$ cat config.mk
export PLATFORM = sky130hd
export DESIGN_NAME = scrolling_rainbow_column_generator_top
export DESIGN_NICKNAME = d
export VERILOG_FILES = /design/src/rtl/core/srcg_pkg.sv /design/src/rtl/core/scrolling_rainbow_column_generator_top.sv
export SDC_FILE = /design/constraint.sdc
export NUM_CORES = 1
export LEC_CHECK = 0
export ABC_AREA = 1
export BUFFER_PORTS_ARGS = -buffer_cell sky130_fd_sc_hd__buf_2
export CORE_ASPECT_RATIO = 1.1
export CORE_MARGIN = 3
export CORE_UTILIZATION = 45
export DETAILED_ROUTE_END_ITERATION = 10
export HOLD_SLACK_MARGIN = 0.1
export PLACE_DENSITY = 0.57
export SYNTH_ARGS = -nofsm -noshare
export SYNTH_HDL_FRONTEND = slang
export SYNTH_SLANG_ARGS = --single-unit
$ cat constraint.sdc
create_clock -name aclk -period 8.13 [get_ports aclk]
set_input_delay 1.2195 -clock aclk [delete_from_list [all_inputs] [get_ports aclk]]
set_output_delay 1.2195 -clock aclk [all_outputs]
set_load 0.02 [all_outputs]
$ cat src/rtl/core/srcg_pkg.sv
// ----------------------------------------------------------------------------
// Scrolling rainbow column generator package
// Shared types, constants and the fixed color palette.
// ----------------------------------------------------------------------------
`default_nettype none

package srcg_pkg;

    // Register indexes on the configuration port.
    localparam logic [1:0] REG_COLOR_WIDTH  = 2'd0;
    localparam logic [1:0] REG_STEP_TIME_MS = 2'd1;
    localparam logic [1:0] REG_COLUMN_COUNT = 2'd2;

    // Reset values of the configuration registers.
    localparam logic [15:0] COLOR_WIDTH_RESET  = 16'd8;
    localparam logic [15:0] STEP_TIME_RESET    = 16'd50;
    localparam logic [6:0]  COLUMN_COUNT_RESET = 7'd16;

    // Color channel selectors.
    localparam logic [1:0] CH_RED   = 2'd0;
    localparam logic [1:0] CH_GREEN = 2'd1;
    localparam logic [1:0] CH_BLUE  = 2'd2;

    // Sequencer states.
    typedef enum logic [2:0] {
        ST_IDLE,
        ST_POS_DIV,
        ST_BLEND_MUL,
        ST_BLEND_DIV,
        ST_EMIT,
        ST_UPDATE
    } state_t;

    // Result of one restoring division step: quotient bit and new remainder.
    typedef struct packed {
        logic        qbit;
        logic [15:0] rem;
    } div_step_t;

    // One restoring division step: shift in a numerator bit, compare, subtract.
    function automatic div_step_t div_step(input logic [15:0] rem_in,
                                           input logic        num_bit,
                                           input logic [15:0] divisor);
        logic [16:0] trial;
        div_step_t   res;
        trial = {rem_in, num_bit};
        if (trial >= {1'b0, divisor}) begin
            res.qbit = 1'b1;
            res.rem  = 16'(trial - {1'b0, divisor});
        end else begin
            res.qbit = 1'b0;
            res.rem  = trial[15:0];
        end
        return res;
    endfunction

    // Palette channel lookup. Slots past the seventh entry are black.
    function automatic logic [7:0] palette_chan(input logic [3:0] idx,
                                                input logic [1:0] ch);
        logic [23:0] rgb;
        unique case (idx)
            4'd0:    rgb = {8'd255, 8'd0,   8'd0};
            4'd1:    rgb = {8'd255, 8'd165, 8'd0};
            4'd2:    rgb = {8'd255, 8'd255, 8'd0};
            4'd3:    rgb = {8'd0,   8'd255, 8'd0};
            4'd4:    rgb = {8'd0,   8'd0,   8'd255};
            4'd5:    rgb = {8'd75,  8'd0,   8'd255};
            4'd6:    rgb = {8'd143, 8'd0,   8'd200};
            default: rgb = 24'd0;
        endcase
        unique case (ch)
            CH_RED:   return rgb[23:16];
            CH_GREEN: return rgb[15:8];
            CH_BLUE:  return rgb[7:0];
            default:  return 8'd0;
        endcase
    endfunction

endpackage

`default_nettype wire

$ cat src/rtl/core/scrolling_rainbow_column_generator_top.sv
// ----------------------------------------------------------------------------
// Scrolling rainbow column generator
// Emits one blended palette color per display column for each animation
// tick and advances the scroll position from accumulated elapsed time.
// ----------------------------------------------------------------------------
// Each accepted tick produces column_count results (capped at MAX_COLUMNS),
// one per column in order, with last_column set on the final one. A single
// restoring divider that retires two quotient bits per cycle does all the
// work: it first splits the scroll position into palette index and
// remainder, then for every column runs the three channels in turn, each a
// multiply step and then divide steps, and hands the result to the output
// register. The input is not ready while a tick is in progress; the output
// register lets the next column compute while the previous result waits to
// be taken. Configuration must be written only while idle; the block itself
// does not enforce it.
// ----------------------------------------------------------------------------
`default_nettype none

module scrolling_rainbow_column_generator_top #(
    parameter int MAX_COLUMNS  = 64,
    parameter int PALETTE_SIZE = 7
) (
    input  wire logic        aclk,
    input  wire logic        aresetn,
    // Configuration write port
    input  wire logic        cfg_we,
    input  wire logic [1:0]  cfg_index,
    input  wire logic [15:0] cfg_wdata,
    // Tick input channel
    input  wire logic        s_valid,
    output logic             s_ready,
    input  wire logic [15:0] s_elapsed_ms,
    // Column color output channel
    output logic             m_valid,
    input  wire logic        m_ready,
    output logic [5:0]       m_column,
    output logic [15:0]      m_red_level,
    output logic [15:0]      m_green_level,
    output logic [15:0]      m_blue_level,
    output logic             m_last_column
);

    localparam int CW = (PALETTE_SIZE > 1) ? $clog2(PALETTE_SIZE) : 1;
    localparam logic [CW-1:0] PAL_LAST = CW'(PALETTE_SIZE - 1);
    localparam logic [CW:0]   PAL_SIZE = (CW + 1)'(PALETTE_SIZE);
    localparam logic [6:0]    MAX_COLS = 7'(MAX_COLUMNS);

    // Configuration registers
    logic [15:0] color_width_reg;
    logic [15:0] step_time_reg;
    logic [6:0]  column_count_reg;

    // Persistent state
    logic [31:0] scroll_step_reg, scroll_step_next;
    logic [31:0] time_acc_reg,    time_acc_next;

    // Sequencer and datapath registers
    srcg_pkg::state_t state_reg, state_next;
    logic [15:0]   elapsed_reg,   elapsed_next;
    logic [31:0]   pos_reg,       pos_next;
    logic [15:0]   rem_reg,       rem_next;
    logic [CW-1:0] cur_reg,       cur_next;
    logic [CW-1:0] qmod_reg,      qmod_next;
    logic [15:0]   div_rem_reg,   div_rem_next;
    logic [31:0]   div_num_reg,   div_num_next;
    logic [3:0]    cnt_reg,       cnt_next;
    logic [1:0]    ch_reg,        ch_next;
    logic [6:0]    col_reg,       col_next;
    logic [15:0]   lvl_r_reg,     lvl_r_next;
    logic [15:0]   lvl_g_reg,     lvl_g_next;
    logic [15:0]   lvl_b_reg,     lvl_b_next;

    // Output register
    logic          m_valid_reg,   m_valid_next;
    logic [5:0]    m_column_reg,  m_column_next;
    logic [15:0]   m_red_reg,     m_red_next;
    logic [15:0]   m_green_reg,   m_green_next;
    logic [15:0]   m_blue_reg,    m_blue_next;
    logic          m_last_reg,    m_last_next;

    // Effective configuration with the out-of-range cases folded in.
    logic [15:0] w_eff;
    logic [6:0]  n_eff;

    assign w_eff = (color_width_reg == 16'd0) ? 16'd1 : color_width_reg;
    assign n_eff = (column_count_reg > MAX_COLS) ? MAX_COLS : column_count_reg;

    // Reduce (2 * q + bit) modulo the palette size with one subtract.
    function automatic logic [CW-1:0] mod_step(input logic [CW-1:0] q,
                                               input logic          b);
        logic [CW:0] t;
        t = {q, b};
        if (t >= PAL_SIZE) begin
            t = t - PAL_SIZE;
        end
        return t[CW-1:0];
    endfunction

    // Shared divider: two restoring steps per cycle.
    srcg_pkg::div_step_t d1, d2;
    logic [31:0]   div_num_shift;
    logic [CW-1:0] qm1, qm2;

    always_comb begin
        d1            = srcg_pkg::div_step(div_rem_reg, div_num_reg[31], w_eff);
        d2            = srcg_pkg::div_step(d1.rem, div_num_reg[30], w_eff);
        div_num_shift = {div_num_reg[29:0], d1.qbit, d2.qbit};
        qm1           = mod_step(qmod_reg, d1.qbit);
        qm2           = mod_step(qm1, d2.qbit);
    end

    // Blend numerator (before the 8-bit shift): (w - r) * c0 + r * c1.
    logic [CW-1:0] nxt_idx;
    logic [7:0]    c0, c1;
    logic [23:0]   prod_a, prod_b;
    logic [23:0]   blend_sum;

    always_comb begin
        nxt_idx   = (cur_reg == PAL_LAST) ? '0 : cur_reg + 1'b1;
        c0        = srcg_pkg::palette_chan(4'(cur_reg), ch_reg);
        c1        = srcg_pkg::palette_chan(4'(nxt_idx), ch_reg);
        prod_a    = 16'(w_eff - rem_reg) * c0;
        prod_b    = rem_reg * c1;
        blend_sum = prod_a + prod_b;
    end

    // Saturating time accumulation.
    logic [32:0] acc_sum;
    logic [31:0] acc_sat;

    always_comb begin
        acc_sum = {1'b0, time_acc_reg} + {17'd0, elapsed_reg};
        acc_sat = acc_sum[32] ? 32'hFFFF_FFFF : acc_sum[31:0];
    end

    // Handshake decode.
    logic in_fire;
    logic out_free;
    logic last_col;
    logic [16:0] rem_inc;

    assign in_fire  = s_valid && s_ready;
    assign out_free = !m_valid_reg || m_ready;
    assign last_col = ((col_reg + 7'd1) == n_eff);
    assign rem_inc  = {1'b0, rem_reg} + 17'd1;

    // Next-state logic.
    always_comb begin
        state_next = state_reg;
        unique case (state_reg)
            srcg_pkg::ST_IDLE: begin
                if (s_valid) begin
                    state_next = (n_eff == 7'd0) ? srcg_pkg::ST_UPDATE
                                                 : srcg_pkg::ST_POS_DIV;
                end
            end
            srcg_pkg::ST_POS_DIV: begin
                if (cnt_reg == 4'd15) begin
                    state_next = srcg_pkg::ST_BLEND_MUL;
                end
            end
            srcg_pkg::ST_BLEND_MUL: begin
                state_next = srcg_pkg::ST_BLEND_DIV;
            end
            srcg_pkg::ST_BLEND_DIV: begin
                if (cnt_reg == 4'd7) begin
                    state_next = (ch_reg == srcg_pkg::CH_BLUE) ? srcg_pkg::ST_EMIT
                                                               : srcg_pkg::ST_BLEND_MUL;
                end
            end
            srcg_pkg::ST_EMIT: begin
                if (out_free) begin
                    state_next = last_col ? srcg_pkg::ST_UPDATE : srcg_pkg::ST_BLEND_MUL;
                end
            end
            srcg_pkg::ST_UPDATE: begin
                state_next = srcg_pkg::ST_IDLE;
            end
            default: begin
                state_next = srcg_pkg::ST_IDLE;
            end
        endcase
    end

    // Datapath and output logic.
    always_comb begin
        s_ready          = (state_reg == srcg_pkg::ST_IDLE);
        scroll_step_next = scroll_step_reg;
        time_acc_next    = time_acc_reg;
        elapsed_next     = elapsed_reg;
        pos_next         = pos_reg;
        rem_next         = rem_reg;
        cur_next         = cur_reg;
        qmod_next        = qmod_reg;
        div_rem_next     = div_rem_reg;
        div_num_next     = div_num_reg;
        cnt_next         = cnt_reg;
        ch_next          = ch_reg;
        col_next         = col_reg;
        lvl_r_next       = lvl_r_reg;
        lvl_g_next       = lvl_g_reg;
        lvl_b_next       = lvl_b_reg;
        m_valid_next     = m_ready ? 1'b0 : m_valid_reg;
        m_column_next    = m_column_reg;
        m_red_next       = m_red_reg;
        m_green_next     = m_green_reg;
        m_blue_next      = m_blue_reg;
        m_last_next      = m_last_reg;

        unique case (state_reg)
            srcg_pkg::ST_IDLE: begin
                // Start splitting the scroll position into quotient and remainder.
                if (in_fire) begin
                    elapsed_next = s_elapsed_ms;
                    pos_next     = scroll_step_reg;
                    div_num_next = scroll_step_reg;
                    div_rem_next = 16'd0;
                    qmod_next    = '0;
                    cnt_next     = 4'd0;
                    col_next     = 7'd0;
                end
            end
            srcg_pkg::ST_POS_DIV: begin
                // Quotient is reduced modulo the palette size as it forms.
                div_num_next = div_num_shift;
                div_rem_next = d2.rem;
                qmod_next    = qm2;
                cnt_next     = cnt_reg + 4'd1;
                if (cnt_reg == 4'd15) begin
                    rem_next = d2.rem;
                    cur_next = qm2;
                    ch_next  = srcg_pkg::CH_RED;
                end
            end
            srcg_pkg::ST_BLEND_MUL: begin
                // Numerator is blend_sum * 256; its top half is already below w.
                div_rem_next = blend_sum[23:8];
                div_num_next = {blend_sum[7:0], 24'd0};
                cnt_next     = 4'd0;
            end
            srcg_pkg::ST_BLEND_DIV: begin
                div_num_next = div_num_shift;
                div_rem_next = d2.rem;
                cnt_next     = cnt_reg + 4'd1;
                if (cnt_reg == 4'd7) begin
                    unique case (ch_reg)
                        srcg_pkg::CH_RED:   lvl_r_next = div_num_shift[15:0];
                        srcg_pkg::CH_GREEN: lvl_g_next = div_num_shift[15:0];
                        srcg_pkg::CH_BLUE:  lvl_b_next = div_num_shift[15:0];
                        default:            lvl_b_next = lvl_b_reg;
                    endcase
                    ch_next = ch_reg + 2'd1;
                end
            end
            srcg_pkg::ST_EMIT: begin
                // Hand the column to the output register and step the position.
                if (out_free) begin
                    m_valid_next  = 1'b1;
                    m_column_next = col_reg[5:0];
                    m_red_next    = lvl_r_reg;
                    m_green_next  = lvl_g_reg;
                    m_blue_next   = lvl_b_reg;
                    m_last_next   = last_col;
                    col_next      = col_reg + 7'd1;
                    ch_next       = srcg_pkg::CH_RED;
                    if (pos_reg == 32'hFFFF_FFFF) begin
                        // Position wraps to zero: palette index and remainder restart.
                        pos_next = 32'd0;
                        rem_next = 16'd0;
                        cur_next = '0;
                    end else begin
                        pos_next = pos_reg + 32'd1;
                        if (rem_inc == {1'b0, w_eff}) begin
                            rem_next = 16'd0;
                            cur_next = nxt_idx;
                        end else begin
                            rem_next = rem_inc[15:0];
                        end
                    end
                end
            end
            srcg_pkg::ST_UPDATE: begin
                // Accumulate time and scroll once the step time is exceeded.
                if (acc_sat > {16'd0, step_time_reg}) begin
                    time_acc_next    = 32'd0;
                    scroll_step_next = scroll_step_reg + 32'd1;
                end else begin
                    time_acc_next = acc_sat;
                end
            end
            default: begin
                s_ready = 1'b0;
            end
        endcase
    end

    // Control registers.
    always_ff @(posedge aclk) begin
        if (!aresetn) begin
            state_reg        <= srcg_pkg::ST_IDLE;
            scroll_step_reg  <= 32'd0;
            time_acc_reg     <= 32'd0;
            m_valid_reg      <= 1'b0;
            color_width_reg  <= srcg_pkg::COLOR_WIDTH_RESET;
            step_time_reg    <= srcg_pkg::STEP_TIME_RESET;
            column_count_reg <= srcg_pkg::COLUMN_COUNT_RESET;
        end else begin
            state_reg       <= state_next;
            scroll_step_reg <= scroll_step_next;
            time_acc_reg    <= time_acc_next;
            m_valid_reg     <= m_valid_next;
            if (cfg_we) begin
                unique case (cfg_index)
                    srcg_pkg::REG_COLOR_WIDTH:  color_width_reg  <= cfg_wdata;
                    srcg_pkg::REG_STEP_TIME_MS: step_time_reg    <= cfg_wdata;
                    srcg_pkg::REG_COLUMN_COUNT: column_count_reg <= cfg_wdata[6:0];
                    default: begin
                    end
                endcase
            end
        end
    end

    // Payload registers.
    always_ff @(posedge aclk) begin
        elapsed_reg  <= elapsed_next;
        pos_reg      <= pos_next;
        rem_reg      <= rem_next;
        cur_reg      <= cur_next;
        qmod_reg     <= qmod_next;
        div_rem_reg  <= div_rem_next;
        div_num_reg  <= div_num_next;
        cnt_reg      <= cnt_next;
        ch_reg       <= ch_next;
        col_reg      <= col_next;
        lvl_r_reg    <= lvl_r_next;
        lvl_g_reg    <= lvl_g_next;
        lvl_b_reg    <= lvl_b_next;
        m_column_reg <= m_column_next;
        m_red_reg    <= m_red_next;
        m_green_reg  <= m_green_next;
        m_blue_reg   <= m_blue_next;
        m_last_reg   <= m_last_next;
    end

    assign m_valid       = m_valid_reg;
    assign m_column      = m_column_reg;
    assign m_red_level   = m_red_reg;
    assign m_green_level = m_green_reg;
    assign m_blue_level  = m_blue_reg;
    assign m_last_column = m_last_reg;

endmodule

`default_nettype wire

==> results of run 1 <==
[worst max-delay path, delay by kind of cell (launching register included)]
| family | cells | cell delay, ns |
|---|---|---|
| buffers and inverters | 11 | 0.93 |
| AO/OA/AOI/OAI | 7 | 0.94 |
| flip-flops | 1 | 0.33 |
| XOR/XNOR | 1 | 0.14 |
| AND/OR/NAND/NOR | 13 | 1.16 |
| adder cells (fa/ha/maj) | 9 | 4.01 |
[metrics by stage]
step | setup TNS (ns) | hold WS, ns | worst slack (ns) | util, %
after floorplan | 0 | 0.400 | 0.633 | -
after global placement | 0 | 0.404 | 0.0689 | 49.3
after detailed placement | -0.0367 | 0.405 | -0.0367 | 49.3
after CTS | 0 | 0.415 | 0.0520 | 51.5
after global routing | -0.0492 | 0.419 | -0.0492 | 51.9
final | 0 | 0.414 | 0.355 | 51.9
[kinds of logic (layout without fill, tap and decap cells)]
family                   after synthesis  after routing  share of synthesized area (%)
AND/OR/NAND/NOR                     1479           1479                           22.3
multiplexers                           1              1                         0.0402
adder cells (fa/ha/maj)              374            374                           22.4
flip-flops                           341            341                           32.7
buffers and inverters                750            967                           10.2
AO/OA/AOI/OAI                        439            439                           8.56
XOR/XNOR                             118            118                           3.74
[timing repair]
action | CTS | global route
pin swaps | 0 | 21
setup endpoints to repair | 2 | 13
setup buffers | 0 | 7
gates resized for setup | 2 | 54
hold endpoints to repair | 0 | 0
[path summary, 6_finish.rpt]
path,start,to,cells after the start
min reg2reg,lvl_b_reg[15],m_blue_level[15],0
min,lvl_b_reg[15],m_blue_level[15],0
max reg2reg,color_width_reg[14],div_rem_reg[14],41
max,color_width_reg[14],div_rem_reg[14],41
[cell usage in the layout, fill, tap and decap left out, drive strengths merged, types with 27 or more instances in the layout]
master,instances
nor3,61
inv,642
ha,162
o21ai,164
dfxtp,107
buf,241
xor2,92
nand2,776
clkbuf,56
edfxtp,234
a21oi,196
or2,27
nand3,201
nand4,50
fa,212
nor2,335
[routing by layer]
metal | share of wire [%] | track usage, % | vias up
met4 | 2.9 | 7.59 | 0
met1 | 43 | 34.0 | 11500
met5 | 0 | 0 | -
met2 | 50 | 46.4 | 662
li1 | - | - | 11500
met3 | 4.6 | 2.46 | 132
[final cells by class]
| type | count | share of cell area, % |
|---|---|---|
| Multi-Input combinational cell | 2411 | 51.0 |
| Timing Repair Buffer | 241 | 4.95 |
| Sequential cell | 341 | 28.8 |
| Inverter | 650 | 7.68 |
| Clock buffer | 56 | 3.56 |
| Tap cell | 824 | 3.24 |
| Clock inverter | 20 | 0.723 |
==> impl_metrics.env, run 1 <==
export IMPL_status="finished, final reports clean"
export IMPL_dieArea_um2=65300
export IMPL_synth_area_leaders="edfxtp_1 25%, fa_1 15%, nand2_1 10%"
export IMPL_max_cap_viol_count=0
export IMPL_fillCellCount=6016
export IMPL_min_path_type="reg2reg"
export IMPL_grt_max_degree=67
export IMPL_cp_required_ns=8.43
export IMPL_layout_nets=4099
export IMPL_max_freq_mhz=129
export IMPL_setup_viol=0
export IMPL_clock_skew_ns=0.0259
export IMPL_path_clk_slew_ns=0.06
export IMPL_synth_distinct_cells=58
export IMPL_num_rows=95
export IMPL_dpl_hpwl_um=68700
export IMPL_syn_inst=3502
export IMPL_async_reset_ff_share_pct=0
export IMPL_final_period_utilization_pct=95.6
export IMPL_coreArea_um2=61300
export IMPL_post_synth_top_count_cell="nand2_1"
export IMPL_die_w_um=244
export IMPL_gp_congestion=0.988
export IMPL_drv_slew=0
export IMPL_instances_no_fill=4543
export IMPL_ys_ff_latch=341
export IMPL_htree_num_levels=2
export IMPL_finalHoldViolCount=0
export IMPL_port_buffers=95
export IMPL_layout_drive_gt1_share_pct=10.8
export IMPL_grt_overflow_total=0
export IMPL_grt_pass1_wl_um=134000
export IMPL_syn_area_um2=28000
export IMPL_post_route_drc_count=0
export IMPL_routed_via_count=23900
export IMPL_drt_iter0_drc=1619
export IMPL_critPathMaxFanout=5
export IMPL_wl_per_cell_um=18.7
export IMPL_dp_cells=4460
export IMPL_yosys_area_top_type="edfxtp_1"
export IMPL_cp_arrival_ns=8.07
export IMPL_tritoncts="yes"
export IMPL_worst_setup_path_start_kind="flop"
export IMPL_holdBufCountCts=0
export IMPL_drt_first_pass_iters=6
export IMPL_start_util_pct=45.7
export IMPL_synth_nets=3915
export IMPL_cts_buffers=41
export IMPL_fin_crit_ns=7.77
export IMPL_synth_yosys_seq_area_share_pct=32.7
export IMPL_path_class="reg2reg"
export IMPL_multiInputGateArea_um2=16200
export IMPL_reg2reg_slack_ns=0.36
export IMPL_cp_slowest_stage_delay_ns=0.56
export IMPL_ant_nets=0
export IMPL_n_antenna_cell=0
export IMPL_final_seq_area_um2=9170
export IMPL_rsz0062_at_grt="yes"
export IMPL_clock_sinks=341
export IMPL_cp_slowest_cell="fa_1"
export IMPL_dpl_cell_area_um2=30200
export IMPL_relSlewSlack_pct=29.8
export IMPL_clock_path_buffers=3
export IMPL_synth_edf_count=234
export IMPL_synthToLayoutAreaGrowth_pct=13.6
export IMPL_avgSynthCellArea_um2=8.00
export IMPL_vias_per_cell=5.25
export IMPL_post_synth_top_area_fraction_pct=25.1
export IMPL_synth_commonest_cells="773 x nand2_1, 633 x inv_1, 329 x nor2_1, 234 x edfxtp_1, 212 x fa_1"
export IMPL_first_global_vias=24200
export IMPL_ys_flop_type="edfxtp_1"
export IMPL_antenna_found_initial=0
export IMPL_insertion_delay_ns=0.57
export IMPL_synth_warnings=0
export IMPL_cts_root_buf="clkbuf_16"
export IMPL_design_area_um2=31800
export IMPL_wl_um=84900
export IMPL_die_height_um=268
export IMPL_ios=96
export IMPL_grt_usage_pct=26.1
export IMPL_worstMarginPinSlew_ns=1.05
export IMPL_endpoint_kind="flop"
Power of run 1 is not shown: default switching activity piles up to over one toggle a cycle in this logic, so the estimate is an artifact.
==> run 2, diff against run 1 <==
Settings changed: CTS_BUF_LIST from default to sky130_fd_sc_hd__clkbuf_2 sky130_fd_sc_hd__clkbuf_4 sky130_fd_sc_hd__clkbuf_8.
==> run 2 against run 1 <==
Global-route usage grew 0.085 points. Register-to-register slack is essentially flat. Utilization up 0.17 points. Final cell count is 0.92% higher. Wire length is 0.14% higher. Critical path depth down 2. Sequential share of layout area is 0.095 points lower. Critical path type unchanged. Critical endpoint is now div_rem_reg[9].
==> impl_metrics.env, run 2 (synthesis gave the netlist of run 1 again) <==
export IMPL_status="finished, final reports clean"
export IMPL_path_class="reg2reg"
export IMPL_ant_nets=0
export IMPL_dpl_hpwl_um=68700
export IMPL_dpl_cell_area_um2=30200
export IMPL_layout_common_cells="767 x nand2_1, 624 x inv_1, 321 x nor2_1"
export IMPL_final_seq_area_um2=9170
export IMPL_drt_first_pass_iters=5
export IMPL_r2r_end="div_rem_reg[9]"
export IMPL_die_w_um=244
export IMPL_setup_tns_ns=0
export IMPL_final_period_utilization_pct=95.7
export IMPL_fin_crit_ns=7.78
export IMPL_port_buffers=95
export IMPL_multiInputGateArea_um2=16300
export IMPL_first_global_vias=24500
export IMPL_cp_arrival_ns=8.13
export IMPL_ios=96
export IMPL_cts_buffers=66
export IMPL_layout_drive_gt1_share_pct=12.4
export IMPL_relSlewSlack_pct=28.8
export IMPL_wl_per_cell_um=18.5
export IMPL_dieArea_um2=65300
export IMPL_holdBufCountCts=0
export IMPL_setup_viol=0
export IMPL_vias_per_cell=5.24
export IMPL_grt_usage_pct=26.2
export IMPL_cts_root_buf="clkbuf_8"
export IMPL_worst_setup_path_start_kind="flop"
export IMPL_path_clk_slew_ns=0.06
export IMPL_layout_nets=4124
export IMPL_grt_pass1_wl_um=134000
export IMPL_hold_path_startpoint="lvl_g_reg[5]"
export IMPL_synthToLayoutAreaGrowth_pct=14.0
export IMPL_finalHoldViolCount=0
export IMPL_worstReg2RegStart="color_width_reg[11]"
export IMPL_post_route_drc_count=0
export IMPL_design_area_um2=31900
export IMPL_tritoncts="yes"
export IMPL_min_path_type="reg2reg"
export IMPL_cp_slowest_stage_delay_ns=0.56
export IMPL_cp_slowest_cell="fa_1"
export IMPL_insertion_delay_ns=0.64
export IMPL_critPathMaxFanout=7
export IMPL_num_rows=95
export IMPL_fillCellCount=6061
export IMPL_drv_slew=0
export IMPL_max_cap_viol_count=0
export IMPL_clock_skew_ns=0.0490
export IMPL_drt_iter0_drc=1730
export IMPL_coreArea_um2=61300
export IMPL_hold_end="m_green_level[5]"
export IMPL_antenna_found_initial=1
export IMPL_die_height_um=268
export IMPL_max_freq_mhz=129
export IMPL_r2r_cells=39
export IMPL_whs_path_depth=0
export IMPL_reg2reg_slack_ns=0.35
export IMPL_wl_um=85000
export IMPL_routed_via_count=24000
export IMPL_htree_num_levels=3
export IMPL_worstMarginPinSlew_ns=1.07
export IMPL_clock_sinks=341
export IMPL_grt_overflow_total=0
export IMPL_cp_common_cell="inv_1"
export IMPL_cp_required_ns=8.48
export IMPL_clock_path_buffers=3
export IMPL_start_util_pct=45.7
export IMPL_grt_max_degree=67
export IMPL_gp_congestion=0.988
export IMPL_final_common_cell="nand2_1"
export IMPL_rsz0062_at_grt="yes"
export IMPL_endpoint_kind="flop"
-- run 2: how the worst max path moves through the flow --
| stage | from | endpoint | slack [ns] | cells after the start |
|---|---|---|---|---|
| 3_5_place_dp | color_width_reg[13] | div_rem_reg[13] | -0.04 | 42 |
| 5_1_grt | color_width_reg[11] | div_rem_reg[13] | -0.07 | 43 |
| 2_1_floorplan | color_width_reg[1] | div_rem_reg[13] | 0.63 | 40 |
| 3_3_place_gp | color_width_reg[13] | div_rem_reg[13] | 0.07 | 42 |
| 6_report | color_width_reg[11] | div_rem_reg[9] | 0.35 | 39 |
| 4_1_cts | color_width_reg[13] | div_rem_reg[14] | 0.04 | 40 |
-- run 2: final cells by class --
cell class	count	share of cell area (%)
antenna	1	0.00784
inverter	650	7.65
timing repair buffer	241	4.93
clock inverter	21	0.592
tap	824	3.23
sequential	341	28.7
multi-input combinational	2411	51.1
clock buffer	96	3.75
-- run 2: stage by stage --
step	hold WS (ns)	utilization, %	setup WS (ns)	std cells
final	0.414	52.1	0.353	4585
after CTS	0.412	51.5	0.0447	4577
after global routing	0.418	52.1	-0.0701	4585
after global placement	0.404	49.3	0.0689	4460
after floorplan	0.400	-	0.633	3502
after detailed placement	0.405	49.3	-0.0367	4460
-- run 2: timing repair --
action,in CTS,in global routing
setup endpoints to repair,2,13
buffers inserted,0,7
gates resized for setup,2,71
pin swaps,0,33
-- run 2: worst max-delay path, delay by kind of cell (launching register included) --
kind / cells / cell delay, ns
AO/OA/AOI/OAI: 7 / 0.99
XOR/XNOR: 1 / 0.14
adder cells (fa/ha/maj): 9 / 4.04
buffers and inverters: 12 / 1.15
flip-flops: 1 / 0.33
AND/OR/NAND/NOR: 10 / 0.87
-- run 2: per-layer routing --
| layer | up-vias | track usage (%) | share of wire [%] |
|---|---|---|---|
| met5 | - | 0 | 0 |
| met4 | 0 | 8.70 | 2.9 |
| met3 | 131 | 2.72 | 4.4 |
| met2 | 671 | 46.2 | 50 |
| met1 | 11600 | 33.8 | 43 |
| li1 | 11600 | - | - |
Power of run 2 is left out for the same reason.
